--- config.mk ---
export PLATFORM = sky130hd
export DESIGN_NAME = selective_repeat_sender_window
export DESIGN_NICKNAME = d
export VERILOG_FILES = /design/src/design/srsw_pkg.sv /design/src/design/srsw_ram.sv /design/src/design/srsw_ctrl.sv /design/src/design/srsw_dpath.sv /design/src/design/selective_repeat_sender_window.sv
export VERILOG_INCLUDE_DIRS = /design/src /design/src/design
export SDC_FILE = /design/constraint.sdc
export NUM_CORES = 1
export LEC_CHECK = 0
export ABC_AREA = 0
export BUFFER_PORTS_ARGS = -buffer_cell sky130_fd_sc_hd__buf_2
export CAP_MARGIN = 15
export CORE_MARGIN = 4
export CORE_UTILIZATION = 44
export CTS_CLUSTER_SIZE = 30
export DETAILED_ROUTE_END_ITERATION = 6
export PLACE_DENSITY = 0.65
export SLEW_MARGIN = 25
export SYNTH_ARGS = -nofsm -noshare
export SYNTH_HDL_FRONTEND = slang
export SYNTH_SLANG_ARGS = --single-unit
--- constraint.sdc ---
create_clock -name clk -period 26.3 [get_ports clk]
set_input_delay 3.945 -clock clk [delete_from_list [all_inputs] [get_ports clk]]
set_output_delay 3.945 -clock clk [all_outputs]
set_load 0.005 [all_outputs]
--- src/design/selective_repeat_sender_window_defines.svh ---
// assertion helpers, sampled on clk and held off while rst_n is low
`ifndef SELECTIVE_REPEAT_SENDER_WINDOW_DEFINES_SVH
`define SELECTIVE_REPEAT_SENDER_WINDOW_DEFINES_SVH

// consequent must hold in the same cycle as the antecedent
`define SRSW_ASSERT_NOW(label, ante, cons, msg) \
  label: assert property (@(posedge clk) disable iff (!rst_n) (ante) |-> (cons)) else $error(msg);

// consequent must hold in the cycle after the antecedent
`define SRSW_ASSERT_NEXT(label, ante, cons, msg) \
  label: assert property (@(posedge clk) disable iff (!rst_n) (ante) |=> (cons)) else $error(msg);

`endif

--- src/design/srsw_pkg.sv ---
package srsw_pkg;

  localparam int CMD_W     = 2;
  localparam int SEQ_W     = 3;
  localparam int PAYLOAD_W = 64;
  localparam int WIN_W     = 3;

  // window size after reset
  localparam int WIN_RESET = 4;

  localparam logic [CMD_W-1:0] CMD_SEND    = 2'd0;
  localparam logic [CMD_W-1:0] CMD_ACK     = 2'd1;
  localparam logic [CMD_W-1:0] CMD_TIMEOUT = 2'd2;

  // controller to datapath
  typedef struct packed {
    logic accept;    // input beat taken this cycle
    logic slide;     // try to move the base past one acked slot
    logic load_out;  // publish the finished result
  } ctl_cmd_t;

  // datapath to controller
  typedef struct packed {
    logic mark_at_base;  // slot at the base is acked
    logic out_free;      // output register can take a result
  } ctl_stat_t;

endpackage

--- src/design/srsw_ram.sv ---
module srsw_ram #(
  parameter int WIDTH = 64,
  parameter int DEPTH = 8
) (
  input  logic                     clk,
  input  logic                     we,
  input  logic [$clog2(DEPTH)-1:0] waddr,
  input  logic [WIDTH-1:0]         wdata,
  input  logic                     re,
  input  logic [$clog2(DEPTH)-1:0] raddr,
  output logic [WIDTH-1:0]         rdata
);

  logic [WIDTH-1:0] mem [DEPTH];
  logic [WIDTH-1:0] rdata_r;

  always_ff @(posedge clk) begin
    if (we) begin
      mem[waddr] <= wdata;
    end
    if (re) begin
      rdata_r <= mem[raddr];
    end
  end

  assign rdata = rdata_r;

endmodule

--- src/design/srsw_ctrl.sv ---
`include "selective_repeat_sender_window_defines.svh"

module srsw_ctrl (
  input  logic                          clk,
  input  logic                          rst_n,
  input  logic                          in_valid,
  input  logic [srsw_pkg::CMD_W-1:0]    in_command,
  output logic                          in_stall,
  output logic                          cfg_ready,
  output srsw_pkg::ctl_cmd_t            cmd,
  input  srsw_pkg::ctl_stat_t           stat
);

  import srsw_pkg::*;

  localparam logic [1:0] ST_IDLE  = 2'd0;
  localparam logic [1:0] ST_SLIDE = 2'd1;
  localparam logic [1:0] ST_FIN   = 2'd2;

  logic [1:0] state_r;
  logic [1:0] state_nxt;

  always_comb begin
    state_nxt    = state_r;
    cmd          = '0;
    case (state_r)
      ST_IDLE: begin
        if (in_valid) begin
          cmd.accept = 1'b1;
          state_nxt  = (in_command == CMD_ACK) ? ST_SLIDE : ST_FIN;
        end
      end
      ST_SLIDE: begin
        cmd.slide = 1'b1;
        if (!stat.mark_at_base) begin
          state_nxt = ST_FIN;
        end
      end
      ST_FIN: begin
        if (stat.out_free) begin
          cmd.load_out = 1'b1;
          state_nxt    = ST_IDLE;
        end
      end
      default: begin
        state_nxt = ST_IDLE;
      end
    endcase
  end

  assign in_stall  = (state_r != ST_IDLE);
  assign cfg_ready = (state_r == ST_IDLE);

  always_ff @(posedge clk) begin
    if (!rst_n) begin
      state_r <= ST_IDLE;
    end else begin
      state_r <= state_nxt;
    end
  end

  `SRSW_ASSERT_NEXT(a_busy_after_accept, cmd.accept, in_stall, "input taken while item in flight")

endmodule

--- src/design/srsw_dpath.sv ---
`include "selective_repeat_sender_window_defines.svh"

module srsw_dpath #(
  parameter int SEQ_SPACE    = 8,
  parameter int PAYLOAD_BITS = 64
) (
  input  logic                              clk,
  input  logic                              rst_n,
  input  srsw_pkg::ctl_cmd_t                cmd,
  output srsw_pkg::ctl_stat_t               stat,
  input  logic                              cfg_valid,
  input  logic                              cfg_ready,
  input  logic [srsw_pkg::WIN_W-1:0]        cfg_window_size,
  input  logic [srsw_pkg::CMD_W-1:0]        in_command,
  input  logic [srsw_pkg::PAYLOAD_W-1:0]    in_payload,
  input  logic [srsw_pkg::SEQ_W-1:0]        in_seq_num,
  input  logic                              in_ack_ok,
  input  logic                              out_stall,
  output logic                              out_valid,
  output logic                              out_emit_packet,
  output logic [srsw_pkg::SEQ_W-1:0]        out_packet_seq,
  output logic [srsw_pkg::PAYLOAD_W-1:0]    out_packet_payload,
  output logic                              out_start_timer,
  output logic                              out_stop_timer,
  output logic [srsw_pkg::SEQ_W-1:0]        out_timer_seq,
  output logic                              out_send_refused,
  output logic [srsw_pkg::SEQ_W-1:0]        out_window_base,
  output logic [srsw_pkg::SEQ_W-1:0]        out_next_sequence
);

  import srsw_pkg::*;

  localparam int SW = $clog2(SEQ_SPACE);
  localparam int EW = ((SW > WIN_W) ? SW : WIN_W) + 1;
  localparam int SQ = ((SW > SEQ_W) ? SW : SEQ_W) + 1;
  localparam logic [SW:0]   SS_W   = (SW+1)'(SEQ_SPACE);
  localparam logic [EW-1:0] SS_E   = EW'(SEQ_SPACE);
  localparam logic [SQ-1:0] SS_Q   = SQ'(SEQ_SPACE);
  localparam logic [SW-1:0] SEQ_LAST = SW'(SEQ_SPACE - 1);
  localparam int WR = (WIN_RESET >= SEQ_SPACE) ? SEQ_SPACE - 1 : WIN_RESET;
  localparam logic [SW-1:0] WIN_RST = SW'(WR);

  function automatic logic [SW-1:0] seq_inc(input logic [SW-1:0] s);
    seq_inc = (s == SEQ_LAST) ? '0 : s + 1'b1;
  endfunction

  // state
  logic [SW-1:0]           win_r, win_nxt;
  logic [SW-1:0]           base_r, base_nxt;
  logic [SW-1:0]           next_r, next_nxt;
  logic [SEQ_SPACE-1:0]    marks_r, marks_nxt;

  // item in flight
  logic                    pend_emit_r, pend_emit_nxt;
  logic                    pend_start_r, pend_start_nxt;
  logic                    pend_stop_r, pend_stop_nxt;
  logic                    pend_refused_r, pend_refused_nxt;
  logic                    pend_ram_r, pend_ram_nxt;
  logic [SW-1:0]           pend_seq_r, pend_seq_nxt;
  logic [PAYLOAD_BITS-1:0] pend_pay_r, pend_pay_nxt;

  // output register
  logic                    out_valid_r, out_valid_nxt;
  logic                    emit_r, emit_nxt;
  logic [SEQ_W-1:0]        pseq_r, pseq_nxt;
  logic [PAYLOAD_W-1:0]    ppay_r, ppay_nxt;
  logic                    start_r, start_nxt;
  logic                    stop_r, stop_nxt;
  logic [SEQ_W-1:0]        tseq_r, tseq_nxt;
  logic                    refused_r, refused_nxt;
  logic [SEQ_W-1:0]        wbase_r, wbase_nxt;
  logic [SEQ_W-1:0]        wnext_r, wnext_nxt;

  // decode
  logic [EW-1:0]           cfg_w_e;
  logic [SW-1:0]           win_clamped;
  logic [SQ-1:0]           seq_e;
  logic                    seq_ok;
  logic [SW-1:0]           seq_idx;
  logic [SW:0]             end_sum;
  logic [SW:0]             end_dif;
  logic [SW-1:0]           end_seq;
  logic [SW:0]             seq_off;
  logic                    in_win;

  // ram
  logic                    ram_we;
  logic                    ram_re;
  logic [PAYLOAD_BITS-1:0] ram_rdata;

  always_comb begin
    cfg_w_e = EW'(cfg_window_size);
    if (cfg_w_e == '0) begin
      win_clamped = SW'(1);
    end else if (cfg_w_e >= SS_E) begin
      win_clamped = SEQ_LAST;
    end else begin
      win_clamped = cfg_w_e[SW-1:0];
    end
  end

  assign seq_e   = SQ'(in_seq_num);
  assign seq_ok  = (seq_e < SS_Q);
  assign seq_idx = seq_e[SW-1:0];

  assign end_sum = {1'b0, base_r} + {1'b0, win_r};
  assign end_dif = end_sum - SS_W;
  assign end_seq = (end_sum >= SS_W) ? end_dif[SW-1:0] : end_sum[SW-1:0];

  assign seq_off = (seq_idx >= base_r) ? ({1'b0, seq_idx} - {1'b0, base_r})
                                       : ({1'b0, seq_idx} + SS_W - {1'b0, base_r});
  assign in_win  = (seq_off < {1'b0, win_r});

  always_comb begin
    win_nxt          = win_r;
    base_nxt         = base_r;
    next_nxt         = next_r;
    marks_nxt        = marks_r;
    pend_emit_nxt    = pend_emit_r;
    pend_start_nxt   = pend_start_r;
    pend_stop_nxt    = pend_stop_r;
    pend_refused_nxt = pend_refused_r;
    pend_ram_nxt     = pend_ram_r;
    pend_seq_nxt     = pend_seq_r;
    pend_pay_nxt     = pend_pay_r;
    ram_we           = 1'b0;
    ram_re           = 1'b0;

    if (cfg_valid && cfg_ready) begin
      win_nxt = win_clamped;
    end

    if (cmd.accept) begin
      pend_emit_nxt    = 1'b0;
      pend_start_nxt   = 1'b0;
      pend_stop_nxt    = 1'b0;
      pend_refused_nxt = 1'b0;
      pend_ram_nxt     = 1'b0;
      pend_seq_nxt     = seq_idx;
      pend_pay_nxt     = in_payload[PAYLOAD_BITS-1:0];
      case (in_command)
        CMD_SEND: begin
          if (end_seq == next_r) begin
            pend_refused_nxt = 1'b1;
          end else begin
            ram_we         = 1'b1;
            pend_emit_nxt  = 1'b1;
            pend_start_nxt = 1'b1;
            pend_seq_nxt   = next_r;
            next_nxt       = seq_inc(next_r);
          end
        end
        CMD_ACK: begin
          if (in_ack_ok && seq_ok) begin
            pend_stop_nxt = 1'b1;
            if (in_win) begin
              marks_nxt[seq_idx] = 1'b1;
            end
          end
        end
        CMD_TIMEOUT: begin
          if (seq_ok) begin
            ram_re         = 1'b1;
            pend_emit_nxt  = 1'b1;
            pend_start_nxt = 1'b1;
            pend_ram_nxt   = 1'b1;
          end
        end
        default: begin
        end
      endcase
    end

    if (cmd.slide && marks_r[base_r]) begin
      marks_nxt[base_r] = 1'b0;
      base_nxt          = seq_inc(base_r);
    end
  end

  srsw_ram #(
    .WIDTH (PAYLOAD_BITS),
    .DEPTH (SEQ_SPACE)
  ) u_store (
    .clk   (clk),
    .we    (ram_we),
    .waddr (next_r),
    .wdata (in_payload[PAYLOAD_BITS-1:0]),
    .re    (ram_re),
    .raddr (seq_idx),
    .rdata (ram_rdata)
  );

  assign stat.mark_at_base = marks_r[base_r];
  assign stat.out_free     = !out_valid_r || !out_stall;

  always_comb begin
    out_valid_nxt = out_valid_r;
    emit_nxt      = emit_r;
    pseq_nxt      = pseq_r;
    ppay_nxt      = ppay_r;
    start_nxt     = start_r;
    stop_nxt      = stop_r;
    tseq_nxt      = tseq_r;
    refused_nxt   = refused_r;
    wbase_nxt     = wbase_r;
    wnext_nxt     = wnext_r;
    if (cmd.load_out) begin
      out_valid_nxt = 1'b1;
      emit_nxt      = pend_emit_r;
      pseq_nxt      = pend_emit_r ? SEQ_W'(pend_seq_r) : '0;
      if (!pend_emit_r) begin
        ppay_nxt = '0;
      end else if (pend_ram_r) begin
        ppay_nxt = PAYLOAD_W'(ram_rdata);
      end else begin
        ppay_nxt = PAYLOAD_W'(pend_pay_r);
      end
      start_nxt   = pend_start_r;
      stop_nxt    = pend_stop_r;
      tseq_nxt    = (pend_start_r || pend_stop_r) ? SEQ_W'(pend_seq_r) : '0;
      refused_nxt = pend_refused_r;
      wbase_nxt   = SEQ_W'(base_r);
      wnext_nxt   = SEQ_W'(next_r);
    end else if (!out_stall) begin
      out_valid_nxt = 1'b0;
    end
  end

  always_ff @(posedge clk) begin
    if (!rst_n) begin
      win_r       <= WIN_RST;
      base_r      <= SW'(1);
      next_r      <= SW'(1);
      marks_r     <= '0;
      out_valid_r <= 1'b0;
    end else begin
      win_r       <= win_nxt;
      base_r      <= base_nxt;
      next_r      <= next_nxt;
      marks_r     <= marks_nxt;
      out_valid_r <= out_valid_nxt;
    end
  end

  always_ff @(posedge clk) begin
    pend_emit_r    <= pend_emit_nxt;
    pend_start_r   <= pend_start_nxt;
    pend_stop_r    <= pend_stop_nxt;
    pend_refused_r <= pend_refused_nxt;
    pend_ram_r     <= pend_ram_nxt;
    pend_seq_r     <= pend_seq_nxt;
    pend_pay_r     <= pend_pay_nxt;
    emit_r         <= emit_nxt;
    pseq_r         <= pseq_nxt;
    ppay_r         <= ppay_nxt;
    start_r        <= start_nxt;
    stop_r         <= stop_nxt;
    tseq_r         <= tseq_nxt;
    refused_r      <= refused_nxt;
    wbase_r        <= wbase_nxt;
    wnext_r        <= wnext_nxt;
  end

  assign out_valid          = out_valid_r;
  assign out_emit_packet    = emit_r;
  assign out_packet_seq     = pseq_r;
  assign out_packet_payload = ppay_r;
  assign out_start_timer    = start_r;
  assign out_stop_timer     = stop_r;
  assign out_timer_seq      = tseq_r;
  assign out_send_refused   = refused_r;
  assign out_window_base    = wbase_r;
  assign out_next_sequence  = wnext_r;

  `SRSW_ASSERT_NOW(a_base_settled, cmd.load_out, !stat.mark_at_base, "base not settled")
  `SRSW_ASSERT_NOW(a_out_from_load, $rose(out_valid_r), $past(cmd.load_out), "valid without load")

endmodule

--- src/design/selective_repeat_sender_window.sv ---
// channel   direction  handshake            payload
// in_       input      in_valid / in_stall  command, payload, seq_num, ack_ok
// out_      output     out_valid/out_stall  emit, seq, payload, timers, refused, base, next
// cfg_      input      cfg_valid/cfg_ready  window_size
//
// send and timeout beats go from accept to the publish state and then back to idle
// an ack beat first slides the base past the acked slots, then goes to the publish state;
// the base moves one slot a cycle in the controller's slide state
// the timeout payload comes from the packet store's registered read port
// rst_n is synchronous: base and next sequence go to 1, acked marks clear, window 4
// a stalled output holds the finished result; the next input beat is still taken
`include "selective_repeat_sender_window_defines.svh"

module selective_repeat_sender_window #(
  parameter int SEQ_SPACE    = 8,
  parameter int PAYLOAD_BITS = 64
) (
  input  logic                              clk,
  input  logic                              rst_n,
  // configuration
  input  logic                              cfg_valid,
  output logic                              cfg_ready,
  input  logic [srsw_pkg::WIN_W-1:0]        cfg_window_size,
  // input beats
  input  logic                              in_valid,
  output logic                              in_stall,
  input  logic [srsw_pkg::CMD_W-1:0]        in_command,
  input  logic [srsw_pkg::PAYLOAD_W-1:0]    in_payload,
  input  logic [srsw_pkg::SEQ_W-1:0]        in_seq_num,
  input  logic                              in_ack_ok,
  // result beats
  output logic                              out_valid,
  input  logic                              out_stall,
  output logic                              out_emit_packet,
  output logic [srsw_pkg::SEQ_W-1:0]        out_packet_seq,
  output logic [srsw_pkg::PAYLOAD_W-1:0]    out_packet_payload,
  output logic                              out_start_timer,
  output logic                              out_stop_timer,
  output logic [srsw_pkg::SEQ_W-1:0]        out_timer_seq,
  output logic                              out_send_refused,
  output logic [srsw_pkg::SEQ_W-1:0]        out_window_base,
  output logic [srsw_pkg::SEQ_W-1:0]        out_next_sequence
);

  import srsw_pkg::*;

  // command and status between sequencer and datapath
  ctl_cmd_t  cmd;
  ctl_stat_t stat;

  // sequencer: idle, slide the base, publish the result
  srsw_ctrl u_ctrl (
    .clk        (clk),
    .rst_n      (rst_n),
    .in_valid   (in_valid),
    .in_command (in_command),
    .in_stall   (in_stall),
    .cfg_ready  (cfg_ready),
    .cmd        (cmd),
    .stat       (stat)
  );

  // window state, acked marks, packet store and output register
  srsw_dpath #(
    .SEQ_SPACE    (SEQ_SPACE),
    .PAYLOAD_BITS (PAYLOAD_BITS)
  ) u_dpath (
    .clk                (clk),
    .rst_n              (rst_n),
    .cmd                (cmd),
    .stat               (stat),
    .cfg_valid          (cfg_valid),
    .cfg_ready          (cfg_ready),
    .cfg_window_size    (cfg_window_size),
    .in_command         (in_command),
    .in_payload         (in_payload),
    .in_seq_num         (in_seq_num),
    .in_ack_ok          (in_ack_ok),
    .out_stall          (out_stall),
    .out_valid          (out_valid),
    .out_emit_packet    (out_emit_packet),
    .out_packet_seq     (out_packet_seq),
    .out_packet_payload (out_packet_payload),
    .out_start_timer    (out_start_timer),
    .out_stop_timer     (out_stop_timer),
    .out_timer_seq      (out_timer_seq),
    .out_send_refused   (out_send_refused),
    .out_window_base    (out_window_base),
    .out_next_sequence  (out_next_sequence)
  );

  // a slide or publish step never coincides with taking a new beat
  `SRSW_ASSERT_NOW(a_one_step, cmd.accept, !cmd.slide && !cmd.load_out, "accept overlaps item work")

endmodule

## Word-level counts from Yosys, hierarchy flattened

Memories as Yosys holds them, arrays and structs flattened. A register that Yosys moved wholly into a read port is not among the register bits.
Cells that the tools add are included.

- Equal/unequal tests: 11
- Mux-type cells: 42
- Reduce and logical (&&, ||, !) cells: 15
- Order comparisons: 8
- Bitwise gates (word level): 4
- Add/subtract/negate cells: 7

Operators by type and width:

| operator | number |
|---|---|
| 64-bit two-way mux | 1 |
| 8-bit two-way mux | 5 |
| 1-bit two-way mux | 20 |
| 3-bit two-way mux | 6 |
| 3-bit by 4-bit less-than comparator with 1-bit output (second input constant) | 3 |
| 8-bit bitwise AND | 1 |
| 2-bit two-way mux | 4 |
| 8-bit inverter | 1 |
| 8-bit bitwise OR | 1 |
| 3-bit by 1-bit adder with 3-bit output (second input constant) | 2 |
| 1-bit demux with 3-bit select | 2 |
| 3-bit == test (second input constant) | 2 |
| 3-bit by 1-bit >= comparator with 1-bit output (second input constant) | 2 |
| 2-bit != test (second input constant) | 3 |
| 2-bit one-hot mux with 3 select lines | 1 |
| 3-bit AND reduction | 2 |
| 1-bit logical AND | 5 |
| 3-bit by 3-bit adder with 4-bit output | 1 |
| 3-bit by 4-bit adder with 4-bit output (second input constant) | 1 |
| 2-bit by 1-bit == test with 1-bit output (second input constant) | 2 |
| 2-bit == test (second input constant) | 2 |
| 4-bit >= comparator (second input constant) | 1 |
| 2-bit zero test | 2 |
| 4-bit by 3-bit less-than comparator with 1-bit output | 1 |
| 14 further kinds | 16 |

- Memory bits (writable): 512
- Input bits: 78
- Output and inout port bits: 83
- Memories kept: 1
- Flip-flop bits (word level): 170

Memories:

| memory | words | bits a word | read ports | clocked after memory_dff | write ports | line | text |
|---|---|---|---|---|---|---|---|
| u_dpath.u_store.mem | 8 | 64 | 1 | 1 | 1 | srsw_ram.sv:14 | `logic [WIDTH-1:0] mem [DEPTH];` |

## Longest topological paths before layout

Gate-level depths: netlist of the first run.

- Word-level depth: 11
- Gate-level depth with buffers: 15
- Depth with buffers taken out: 12

## Cells and area by module

Synthesis of the first run repeated with hierarchy kept, for this count alone.

- Cell total of the unflattened synthesis: 1272
- Area, all modules: 28222.1 sq um

Modules (own cells, without submodules):

| module | area each (sq um) | instances | cells an instance |
|---|---|---|---|
| srsw_ram | 21187.8 | 1 | 816 |
| srsw_dpath | 6902.9 | 1 | 441 |
| srsw_ctrl | 131.4 | 1 | 15 |

## Least setup slack after synthesis of the first run

No wires, ideal clock.

- Path type: input -> register
- Start point: input in_valid
- End point: memory u_dpath.u_store.mem[0][0] (enable)
- Stages on the path: 3
- Buffers on the path: 0
- Arrival time: 12.283 ns
- Slack: 13.371 ns
- Setup time: 0.646 ns
- Cell sequence: nor3b_4 -> nand3_4 -> nor4_1

- Word-level cells in the longest chain between the ends: 5

RTL lines:

| item | line | text |
|---|---|---|
| from (decl) | selective_repeat_sender_window.sv:25 | `input logic in_valid,` |
| 1-bit two-way mux | srsw_ctrl.sv:28 | `if (in_valid) begin` |
| 1-bit two-way mux | srsw_ctrl.sv:26 | `case (state_r)` |
| 1-bit two-way mux | srsw_dpath.sv:133 | `if (cmd.accept) begin` |
| 1-bit two-way mux | srsw_ram.sv:18 | `if (we) begin` |
| 1-bit two-way mux (implied by the code) | srsw_ram.sv:19 | `mem[waddr] <= wdata;` |
| to (decl) | srsw_ram.sv:14 |  |

Every way passes these cells.

## Worst setup path after layout of the first run

- Start point: input in_seq_num[0] (netlist name)
- End point: register u_dpath.u_store.rdata_r[30] (netlist: u_dpath.u_store.rdata[30]), read port of u_dpath.u_store.mem, data pin

- Word-level cells in the longest chain between the ends: 4

RTL lines:

| item | line | text |
|---|---|---|
| from (decl) | selective_repeat_sender_window.sv:29 | `input logic [srsw_pkg::SEQ_W-1:0] in_seq_num,` |
| 3-bit by 4-bit less-than comparator with 1-bit output | srsw_dpath.sv:103 | `assign seq_ok = (seq_e < SS_Q);` |
| 1-bit two-way mux | srsw_dpath.sv:162 | `if (seq_ok) begin` |
| 1-bit two-way mux | srsw_dpath.sv:141 | `case (in_command)` |
| 1-bit two-way mux | srsw_dpath.sv:133 |  |
| to (decl) | srsw_ram.sv:15 | `logic [WIDTH-1:0] rdata_r;` |

Several ways; a longest one is shown, not always the timed one.
A chain may end at the register's enable or synchronous reset.

==> impl_metrics.xml, run 1 <==
<?xml version="1.0" encoding="UTF-8"?>
<metrics>
  <group name="sta">
    <metric name="timing_worst_slew_pin_value" unit="ps">1032</metric>
    <metric name="fin_crit" unit="ps">6854</metric>
    <metric name="report.final.setup_viol" unit="">0</metric>
    <metric name="hold_viol_final" unit="">0</metric>
    <metric name="fmax" unit="MHz">145.9</metric>
    <metric name="fin_skew" unit="ps">21.96</metric>
    <metric name="setup_total_negative_slack" unit="ps">0</metric>
    <metric name="unrepaired_setup_endpoints_after_global_routing" unit="">false</metric>
    <metric name="timing.slew.headroom" unit="%">31.17</metric>
    <metric name="final-max-slew-violation-count" unit="">0</metric>
    <metric name="finalCritPeriodShare" unit="%">26.06</metric>
  </group>
  <group name="place">
    <metric name="global_placement_routability_congestion" unit="">0.7434</metric>
    <metric name="hpwlAfterDp" unit="µm">34090</metric>
    <metric name="io_buffers" unit="">160</metric>
  </group>
  <group name="pwr">
    <metric name="max-vdd-ir-drop" unit="µV">45.18</metric>
    <metric name="cellLeakagePower" unit="nW">11.13</metric>
    <metric name="total_power" unit="W">0.002577</metric>
    <metric name="power_density" unit="nW/µm²">78.39</metric>
  </group>
  <group name="synth">
    <metric name="proportion_of_synthesized_chip_area_in_sequential_cells" unit="%">77.72</metric>
    <metric name="yosysUniqueCellTypes" unit="">66</metric>
    <metric name="netlist_area" unit="µm²">28570</metric>
    <metric name="post_synth.cell_area_avg" unit="µm²">18.66</metric>
    <metric name="synth-async-reset-ratio" unit="%">0</metric>
    <metric name="netlist.area_leader.share" unit="%">76.32</metric>
    <metric name="gate_count_after_technology_mapping" unit="">1531</metric>
    <metric name="synthesized_netlist_net_count" unit="">1622</metric>
    <metric name="synth_top_cell_by_area" unit="">edfxtp_1</metric>
    <metric name="dominant_cells_by_area_after_synthesis" unit="">edfxtp_1 (76%), mux2i_1 (4.0%), mux4_2 (2.0%), a221oi_1 (1.9%), nor2b_1 (1.5%)</metric>
    <metric name="ys.warnings.count" unit="">0</metric>
    <metric name="top_flip_flop_cell_by_instance_count_after_synthesis" unit="">edfxtp_1</metric>
    <metric name="postSynthRegisterBits" unit="">746</metric>
    <metric name="synth_edf_count" unit="">726</metric>
  </group>
  <group name="die">
    <metric name="initial_utilization" unit="%">44.39</metric>
    <metric name="io_pins" unit="">161</metric>
    <metric name="row_count" unit="">93</metric>
    <metric name="floorplan.die.height" unit="µm">262.8</metric>
    <metric name="fp.coreArea" unit="µm²">64350</metric>
    <metric name="die_x" unit="µm">262.8</metric>
    <metric name="die-area" unit="µm²">69060</metric>
  </group>
  <group name="grt">
    <metric name="first_pass_grt_wire_length" unit="µm">94960</metric>
    <metric name="grt_remaining_overflow" unit="">0</metric>
    <metric name="global_route_usage_over_all_layers" unit="%">17.91</metric>
    <metric name="via_count_of_the_first_global_routing_pass" unit="">15070</metric>
    <metric name="grt_antenna_before_repair" unit="">13</metric>
    <metric name="maximum_number_of_pins_on_one_net_before_global_route_repair" unit="">65</metric>
  </group>
  <group name="clocking">
    <metric name="cts_inserted_buffers" unit="">75</metric>
    <metric name="path_clk_slew" unit="ps">60</metric>
    <metric name="post_cts_resize_count" unit="">0</metric>
    <metric name="post_cts.repair.setup_buffers" unit="">0</metric>
    <metric name="cts_buffer_depth" unit="">3</metric>
    <metric name="clock-sinks" unit="">746</metric>
    <metric name="cts_max_level" unit="">3</metric>
    <metric name="tritoncts" unit="">yes</metric>
    <metric name="clk_root_buffer_cell" unit="">clkbuf_16</metric>
    <metric name="cts_hold_buffers" unit="">0</metric>
    <metric name="clkLatencyLatePin" unit="ps">620</metric>
  </group>
  <group name="worst_setup_path">
    <metric name="cp_top_family" unit="">buffers and inverters</metric>
    <metric name="timing.critical_path.to_type" unit="">flip-flop</metric>
    <metric name="critPathRequiredTime" unit="ps">26650</metric>
    <metric name="maximum_fanout_encountered_on_the_critical_timing_path" unit="">57</metric>
    <metric name="timing.critical_path.slowest_cell_delay" unit="ps">910</metric>
    <metric name="arrival" unit="ps">7210</metric>
    <metric name="crit_buf_inv" unit="">3</metric>
    <metric name="timing_worst_setup_path_type" unit="">in -&gt; reg</metric>
    <metric name="start_kind" unit="">input pin</metric>
    <metric name="worstPathCellList" unit="">clkbuf_8 -&gt; buf_4 -&gt; buf_4 -&gt; nor2_4 -&gt; a221oi_2 -&gt; a21oi_1 -&gt; a221o_1</metric>
    <metric name="worst_path_most_repeated_cell" unit="">buf_4</metric>
    <metric name="crit_slowest_cell" unit="">buf_4</metric>
  </group>
  <group name="status">
    <metric name="run_status" unit="">complete, no violations</metric>
  </group>
  <group name="route">
    <metric name="avgViaCountPerCell" unit="">5.580</metric>
    <metric name="detail_route.first_pass.iterations" unit="">5</metric>
    <metric name="detail-route-antenna-nets" unit="">0</metric>
    <metric name="route.final.wire_length" unit="µm">63320</metric>
    <metric name="drcViolationCount" unit="">0</metric>
    <metric name="vias" unit="">14730</metric>
    <metric name="detail_route.iter0.violations" unit="">1311</metric>
    <metric name="route.detailed.wl_per_inst" unit="µm">23.98</metric>
  </group>
  <group name="layout">
    <metric name="synth_to_final_area_change" unit="%">15.08</metric>
    <metric name="final_net_count" unit="">1809</metric>
    <metric name="drive_above_1_share" unit="%">23.44</metric>
  </group>
  <group name="min_path">
    <metric name="min_path_type" unit="">reg -&gt; reg</metric>
  </group>
  <group name="run">
    <metric name="drv_cap" unit="">0</metric>
  </group>
</metrics>
cells in the final DEF, fill, tap and decap left out, types with 26 or more instances in the layout:
master | synthesis | layout
nor2b_1 | 68 | 67
buf_2 | 26 | 157
a22oi_1 | 26 | 26
nand2_1 | 71 | 71
buf_4 | 15 | 31
mux2i_1 | 115 | 115
a21oi_1 | 35 | 34
clkbuf_16 | 0 | 78
a221oi_1 | 61 | 61
nor2_1 | 46 | 44
edfxtp_1 | 726 | 726
logic make-up after synthesis:
kind of cell               synth area share [%]
AOI/OAI and AO/OA                         6.596
xor gates and xnor gates                 0.2366
adders and majority gates                0.6482
buffers and inverters                     1.967
DFF                                       77.72
muxes                                     8.405
and+or+nand+nor                           4.428
where the power goes:
| group | switching [W] | internal (W) | leakage [nW] |
|---|---|---|---|
| clock network | 0.000438 | 0.000653 | 1.24 |
| registers | 0.00000888 | 0.00134 | 6.78 |
| logic | 0.0000902 | 0.0000489 | 3.10 |
| total | 0.000537 | 0.00204 | 11.1 |
worst paths after layout:
check | cells past startpoint | endpoint | slack (ps) | startpoint
setup / recovery | 7 | u_dpath.u_store.rdata[30]$_DFFE_PP_ | 19450 | in_seq_num[0]
hold / removal | 0 | u_dpath.out_send_refused$_DFFE_PP_ | 430 | u_dpath.pend_refused_r$_SDFFCE_PP0P_
setup reg to reg | 9 | u_dpath.u_store.mem[4][2]$_DFFE_PP_ | 22240 | u_dpath.base_r[0]$_SDFFE_PN1P_
hold reg to reg | 0 | u_dpath.out_send_refused$_DFFE_PP_ | 430 | u_dpath.pend_refused_r$_SDFFCE_PP0P_
per-layer routing:
metal	track usage (%)	vias to the layer above	share of wire (%)
li1	-	6532	-
met1	24.81	7605	43
met2	29.27	500	48
met3	3.548	84	7.1
met4	4.906	10	1.8
met5	0	-	0.12
layout make-up:
cell class / instances / area [µm²]
Inverter: 15 / 56.30
Clock buffer: 98 / 2057
Timing Repair Buffer: 193 / 1097
Antenna cell: 6 / 15.01
Fill cell: 5086 / 31470
Clock inverter: 40 / 485.5
Tap cell: 855 / 1070
Sequential cell: 746 / 22200
Multi-Input combinational cell: 687 / 5892
registers in the layout (all words and copies together), names as in the netlist, 8 cells and up:
| name | flops |
|---|---|
| u_dpath.marks_r | 8 |
| u_dpath.out_packet_payload | 64 |
| u_dpath.u_store.rdata | 64 |
| u_dpath.u_store.mem | 512 |
| u_dpath.pend_pay_r | 64 |
per-stage QoR:
stage / area (µm²) / hold WS (ps) / worst slack, ps / util [%] / instances
2_1_floorplan: 28570 / 400.3 / 13370 / - / 1531
3_3_place_gp: 30260 / 408.8 / 18830 / 47.02 / 2494
3_5_place_dp: 30270 / 420.2 / 18780 / 47.04 / 2494
4_1_cts: 32810 / 433.9 / 19440 / 50.99 / 2632
5_1_grt: 32860 / 445.9 / 19220 / 51.07 / 2635
6_report: 32870 / 434.8 / 19450 / 51.09 / 2640
Yosys cell counts, drive strengths merged, types with 13 or more instances:
library cell and instances:
buf 59, a21oi 36, clkbuf 24, a22oi 26, dfxtp 20, o22ai 13
inv 15, mux4 25, nand2 75, mux2 56, nor2b 68, edfxtp 726
nor2 52, o221ai 13, o21ai 24, a221oi 72, mux2i 115
No activity file was read; power rests on OpenSTA's default activity.
==> run 2: changes to the inputs <==
--- a/config.mk
+++ b/config.mk
@@ -6,14 +6,14 @@
 export SDC_FILE = /design/constraint.sdc
 export NUM_CORES = 1
 export LEC_CHECK = 0
-export ABC_AREA = 0
+export ABC_AREA = 1
 export BUFFER_PORTS_ARGS = -buffer_cell sky130_fd_sc_hd__buf_2
 export CAP_MARGIN = 15
 export CORE_MARGIN = 4
 export CORE_UTILIZATION = 44
 export CTS_CLUSTER_SIZE = 30
 export DETAILED_ROUTE_END_ITERATION = 6
-export PLACE_DENSITY = 0.65
+export PLACE_DENSITY = 0.67
 export SLEW_MARGIN = 25
 export SYNTH_ARGS = -nofsm -noshare
 export SYNTH_HDL_FRONTEND = slang
==> constraint.sdc (replaced) <==
create_clock -name clk -period 6.1 [get_ports clk]
set_input_delay 0.915 -clock clk [delete_from_list [all_inputs] [get_ports clk]]
set_output_delay 0.915 -clock clk [all_outputs]
set_load 0.005 [all_outputs]
==> run 2 against run 1 <==
Net effect:
- final area shrank 1.9%
- power grew to 4.3 times the previous value
- combinational power grew to 3.9 times the previous value
- count of clock-buffer cells in the layout shrank 10
- first-iteration DRC count grew 12%
- non-clock buffer count shrank 2
==> impl_metrics.xml, run 2 <==
<?xml version="1.0" encoding="UTF-8"?>
<metrics>
  <group name="layout">
    <metric name="layout.cells.most_common_list" unit="">edfxtp_1 (726), nand2_1 (404), nor2_1 (226)</metric>
    <metric name="finish.cell_count_without_fillers" unit="">3055</metric>
    <metric name="largest_register" unit="">u_dpath.u_store.mem</metric>
    <metric name="drive_above_1_share" unit="%">15.30</metric>
    <metric name="final_net_count" unit="">2246</metric>
    <metric name="largest_register_ff_count" unit="">512</metric>
    <metric name="ff_latch_area" unit="µm²">22200</metric>
    <metric name="final_non_filler_cell_area" unit="µm²">32260</metric>
    <metric name="most_common_cell_after_layout_fill_and_taps_aside" unit="">edfxtp_1</metric>
    <metric name="synth_to_final_area_change" unit="%">15.98</metric>
    <metric name="fillers" unit="">5131</metric>
    <metric name="area_of_the_multi_input_gates" unit="µm²">4825</metric>
    <metric name="utilization" unit="%">51.89</metric>
  </group>
  <group name="die">
    <metric name="row_count" unit="">91</metric>
    <metric name="fp.coreArea" unit="µm²">62170</metric>
    <metric name="die-area" unit="µm²">67300</metric>
    <metric name="initial_utilization" unit="%">44.74</metric>
    <metric name="floorplan.die.height" unit="µm">259.4</metric>
    <metric name="die_x" unit="µm">259.4</metric>
    <metric name="io_pins" unit="">161</metric>
  </group>
  <group name="synth">
    <metric name="synth.mux.area_fraction" unit="%">0</metric>
    <metric name="synth-compound-area-share" unit="%">5.092</metric>
    <metric name="synth_edf_count" unit="">726</metric>
    <metric name="synth-simple-area-share" unit="%">11.14</metric>
    <metric name="netlist.area_leader.share" unit="%">78.38</metric>
    <metric name="proportion_of_synthesized_chip_area_in_sequential_cells" unit="%">79.82</metric>
    <metric name="dominant_cells_by_area_after_synthesis" unit="">edfxtp_1 (78%), nand2_1 (5.5%), nor2_1 (3.2%), o21ai_0 (1.8%), inv_1 (1.7%)</metric>
    <metric name="ys.warnings.count" unit="">0</metric>
    <metric name="top_flip_flop_cell_by_instance_count_after_synthesis" unit="">edfxtp_1</metric>
    <metric name="synth_top_cell_by_area" unit="">edfxtp_1</metric>
    <metric name="yosysUniqueCellTypes" unit="">32</metric>
    <metric name="synth-async-reset-ratio" unit="%">0</metric>
    <metric name="netlist_area" unit="µm²">27810</metric>
    <metric name="synthesized_netlist_net_count" unit="">2055</metric>
    <metric name="post_synth_fa_ha_maj_area_fraction" unit="%">0.6658</metric>
    <metric name="post_synth.cell_area_avg" unit="µm²">14.16</metric>
    <metric name="synthMostInstantiatedCell" unit="">edfxtp_1</metric>
    <metric name="gate_count_after_technology_mapping" unit="">1964</metric>
    <metric name="postSynthRegisterBits" unit="">746</metric>
    <metric name="synthTopCellsByCount" unit="">edfxtp_1 (726), nand2_1 (404), nor2_1 (235), inv_1 (126), o21ai_0 (100)</metric>
    <metric name="synth-xor-area-share" unit="%">0.09447</metric>
    <metric name="synth_top_family_by_area" unit="">simple AND/OR/NAND/NOR gates</metric>
  </group>
  <group name="pwr">
    <metric name="power_density" unit="nW/µm²">343.1</metric>
    <metric name="share_comb_of_total_power" unit="%">4.9</metric>
    <metric name="power.clock.fraction" unit="%">42.6</metric>
    <metric name="max-vdd-ir-drop" unit="µV">197.9</metric>
    <metric name="sequentialPowerShare" unit="%">52.5</metric>
    <metric name="total_power" unit="W">0.01107</metric>
    <metric name="internal-power" unit="W">0.008707</metric>
    <metric name="power.switching_fraction" unit="%">21.33</metric>
    <metric name="p_switching" unit="W">0.002360</metric>
    <metric name="cellLeakagePower" unit="nW">11.61</metric>
  </group>
  <group name="clocking">
    <metric name="tritoncts" unit="">yes</metric>
    <metric name="cts_max_level" unit="">3</metric>
    <metric name="clk_root_buffer_cell" unit="">clkbuf_16</metric>
    <metric name="cts_inserted_buffers" unit="">76</metric>
    <metric name="cts_hold_buffers" unit="">0</metric>
    <metric name="cts_buffer_depth" unit="">3</metric>
    <metric name="post_cts_resize_count" unit="">0</metric>
    <metric name="path_clk_slew" unit="ps">60</metric>
    <metric name="clkLatencyLatePin" unit="ps">630</metric>
    <metric name="clock-sinks" unit="">746</metric>
    <metric name="post_cts.repair.setup_buffers" unit="">0</metric>
  </group>
  <group name="sta">
    <metric name="report.final.setup_viol" unit="">0</metric>
    <metric name="fin_crit" unit="ps">4114</metric>
    <metric name="fmax" unit="MHz">243.1</metric>
    <metric name="timing.slew.headroom" unit="%">36.57</metric>
    <metric name="finalCritPeriodShare" unit="%">67.44</metric>
    <metric name="unrepaired_setup_endpoints_after_global_routing" unit="">false</metric>
    <metric name="hold_viol_final" unit="">0</metric>
    <metric name="timing_worst_slew_pin_value" unit="ps">951.4</metric>
    <metric name="final-max-slew-violation-count" unit="">0</metric>
    <metric name="fin_skew" unit="ps">38.52</metric>
  </group>
  <group name="min_path">
    <metric name="whs_endpoint" unit="">u_dpath.out_send_refused$_DFFE_PP_</metric>
    <metric name="hold_start" unit="">u_dpath.pend_refused_r$_SDFFCE_PP0P_</metric>
    <metric name="min_path_type" unit="">reg -&gt; reg</metric>
    <metric name="hold_depth" unit="">0</metric>
  </group>
  <group name="grt">
    <metric name="grt_remaining_overflow" unit="">0</metric>
    <metric name="first_pass_grt_wire_length" unit="µm">97550</metric>
    <metric name="global_route_usage_over_all_layers" unit="%">18.80</metric>
    <metric name="via_count_of_the_first_global_routing_pass" unit="">16470</metric>
    <metric name="grt_antenna_before_repair" unit="">6</metric>
    <metric name="maximum_number_of_pins_on_one_net_before_global_route_repair" unit="">66</metric>
  </group>
  <group name="place">
    <metric name="global_placement_routability_congestion" unit="">0.8216</metric>
    <metric name="hpwlAfterDp" unit="µm">35740</metric>
    <metric name="io_buffers" unit="">160</metric>
    <metric name="post_dp_cell_area" unit="µm²">29680</metric>
    <metric name="dp.cells" unit="">2914</metric>
  </group>
  <group name="run">
    <metric name="drv_cap" unit="">0</metric>
  </group>
  <group name="worst_setup_path">
    <metric name="r2r_setup_slack" unit="ps">1990</metric>
    <metric name="start_kind" unit="">flip-flop</metric>
    <metric name="critPathRequiredTime" unit="ps">6320</metric>
    <metric name="r2r_cells" unit="">9</metric>
    <metric name="worst_r2r_startpoint" unit="">u_dpath.base_r[0]$_SDFFE_PN1P_</metric>
    <metric name="maximum_fanout_encountered_on_the_critical_timing_path" unit="">48</metric>
    <metric name="crit-reg2reg-capture" unit="">u_dpath.u_store.mem[2][8]$_DFFE_PP_</metric>
    <metric name="arrival" unit="ps">4340</metric>
    <metric name="timing_worst_setup_path_type" unit="">reg -&gt; reg</metric>
    <metric name="timing.critical_path.to_type" unit="">flip-flop</metric>
  </group>
  <group name="status">
    <metric name="run_status" unit="">complete, no violations</metric>
  </group>
  <group name="route">
    <metric name="vias" unit="">16070</metric>
    <metric name="detail_route.first_pass.iterations" unit="">5</metric>
    <metric name="route.detailed.wl_per_inst" unit="µm">20.69</metric>
    <metric name="detail-route-antenna-nets" unit="">0</metric>
    <metric name="drcViolationCount" unit="">0</metric>
    <metric name="route.final.wire_length" unit="µm">63210</metric>
    <metric name="detail_route.iter0.violations" unit="">1474</metric>
    <metric name="avgViaCountPerCell" unit="">5.261</metric>
  </group>
</metrics>
==> run 2: worst max-delay path, cell delays in order, from the launching register on <==
cell and delay, ps:
dfxtp_1 640, ha_1 240, inv_1 50, fa_1 490, xnor2_1 130, nor2_1 70, nand2_1 220, nand4_1 430
nor2_4 660, buf_4 750
==> run 2: per-layer routing <==
layer  wire (µm)  share of wire, %  GRT usage [%]
met3        4195               6.6          3.434
met4        1319               2.1          5.636
met1       27180                43          25.74
met2       30480                48          31.01
met5          42             0.066              0
==> run 2: worst max path at each step <==
stage	depth (start not counted)	end	startpoint
floorplan	4	u_dpath.u_store.mem[0][0]$_DFFE_PP_	in_valid
global placement	11	u_dpath.u_store.mem[7][18]$_DFFE_PP_	u_dpath.base_r[0]$_SDFFE_PN1P_
detailed placement	9	u_dpath.u_store.mem[2][18]$_DFFE_PP_	u_dpath.base_r[0]$_SDFFE_PN1P_
CTS	9	u_dpath.u_store.mem[2][28]$_DFFE_PP_	u_dpath.base_r[0]$_SDFFE_PN1P_
global route	11	u_dpath.u_store.mem[2][28]$_DFFE_PP_	u_dpath.base_r[0]$_SDFFE_PN1P_
finish	9	u_dpath.u_store.mem[2][8]$_DFFE_PP_	u_dpath.base_r[0]$_SDFFE_PN1P_
==> run 2: cells by family (layout without fill, tap and decap cells) <==
group	after synthesis	in the layout
adder cells (fa/ha/maj)	13	13
AO/OA/AOI/OAI	242	242
other	0	3
XOR/XNOR	3	3
AND/OR/NAND/NOR	748	748
buffers and inverters	212	463
flip-flops	746	746
==> run 2: layout make-up <==
cell class / count / share of cell area (%)
Antenna cell: 3 / 0.02327
Clock buffer: 88 / 6.299
Clock inverter: 50 / 1.629
Inverter: 134 / 1.571
Multi-Input combinational cell: 1006 / 14.96
Sequential cell: 746 / 68.83
Tap cell: 837 / 3.247
Timing Repair Buffer: 191 / 3.448
==> run 2: through the flow <==
| stage | setup slack (ps) | setup TNS, ps | hold slack, ps |
|---|---|---|---|
| 2_1_floorplan | -7.491 | -3836 | 400.3 |
| 3_3_place_gp | 2042 | 0 | 421.6 |
| 3_5_place_dp | 1991 | 0 | 410.7 |
| 4_1_cts | 1973 | 0 | 424.5 |
| 5_1_grt | 1699 | 0 | 429.5 |
| 6_report | 1986 | 0 | 424.1 |
==> run 2: power by group through the flow <==
stage          Sequential [W]  Combinational, W  Clock, W
6_report              0.00581          0.000539   0.00472
4_1_cts               0.00581          0.000548   0.00480
3_5_place_dp          0.00592          0.000543         0
5_1_grt               0.00582          0.000602   0.00502
3_3_place_gp          0.00592          0.000530         0
2_1_floorplan         0.00593          0.000265         0
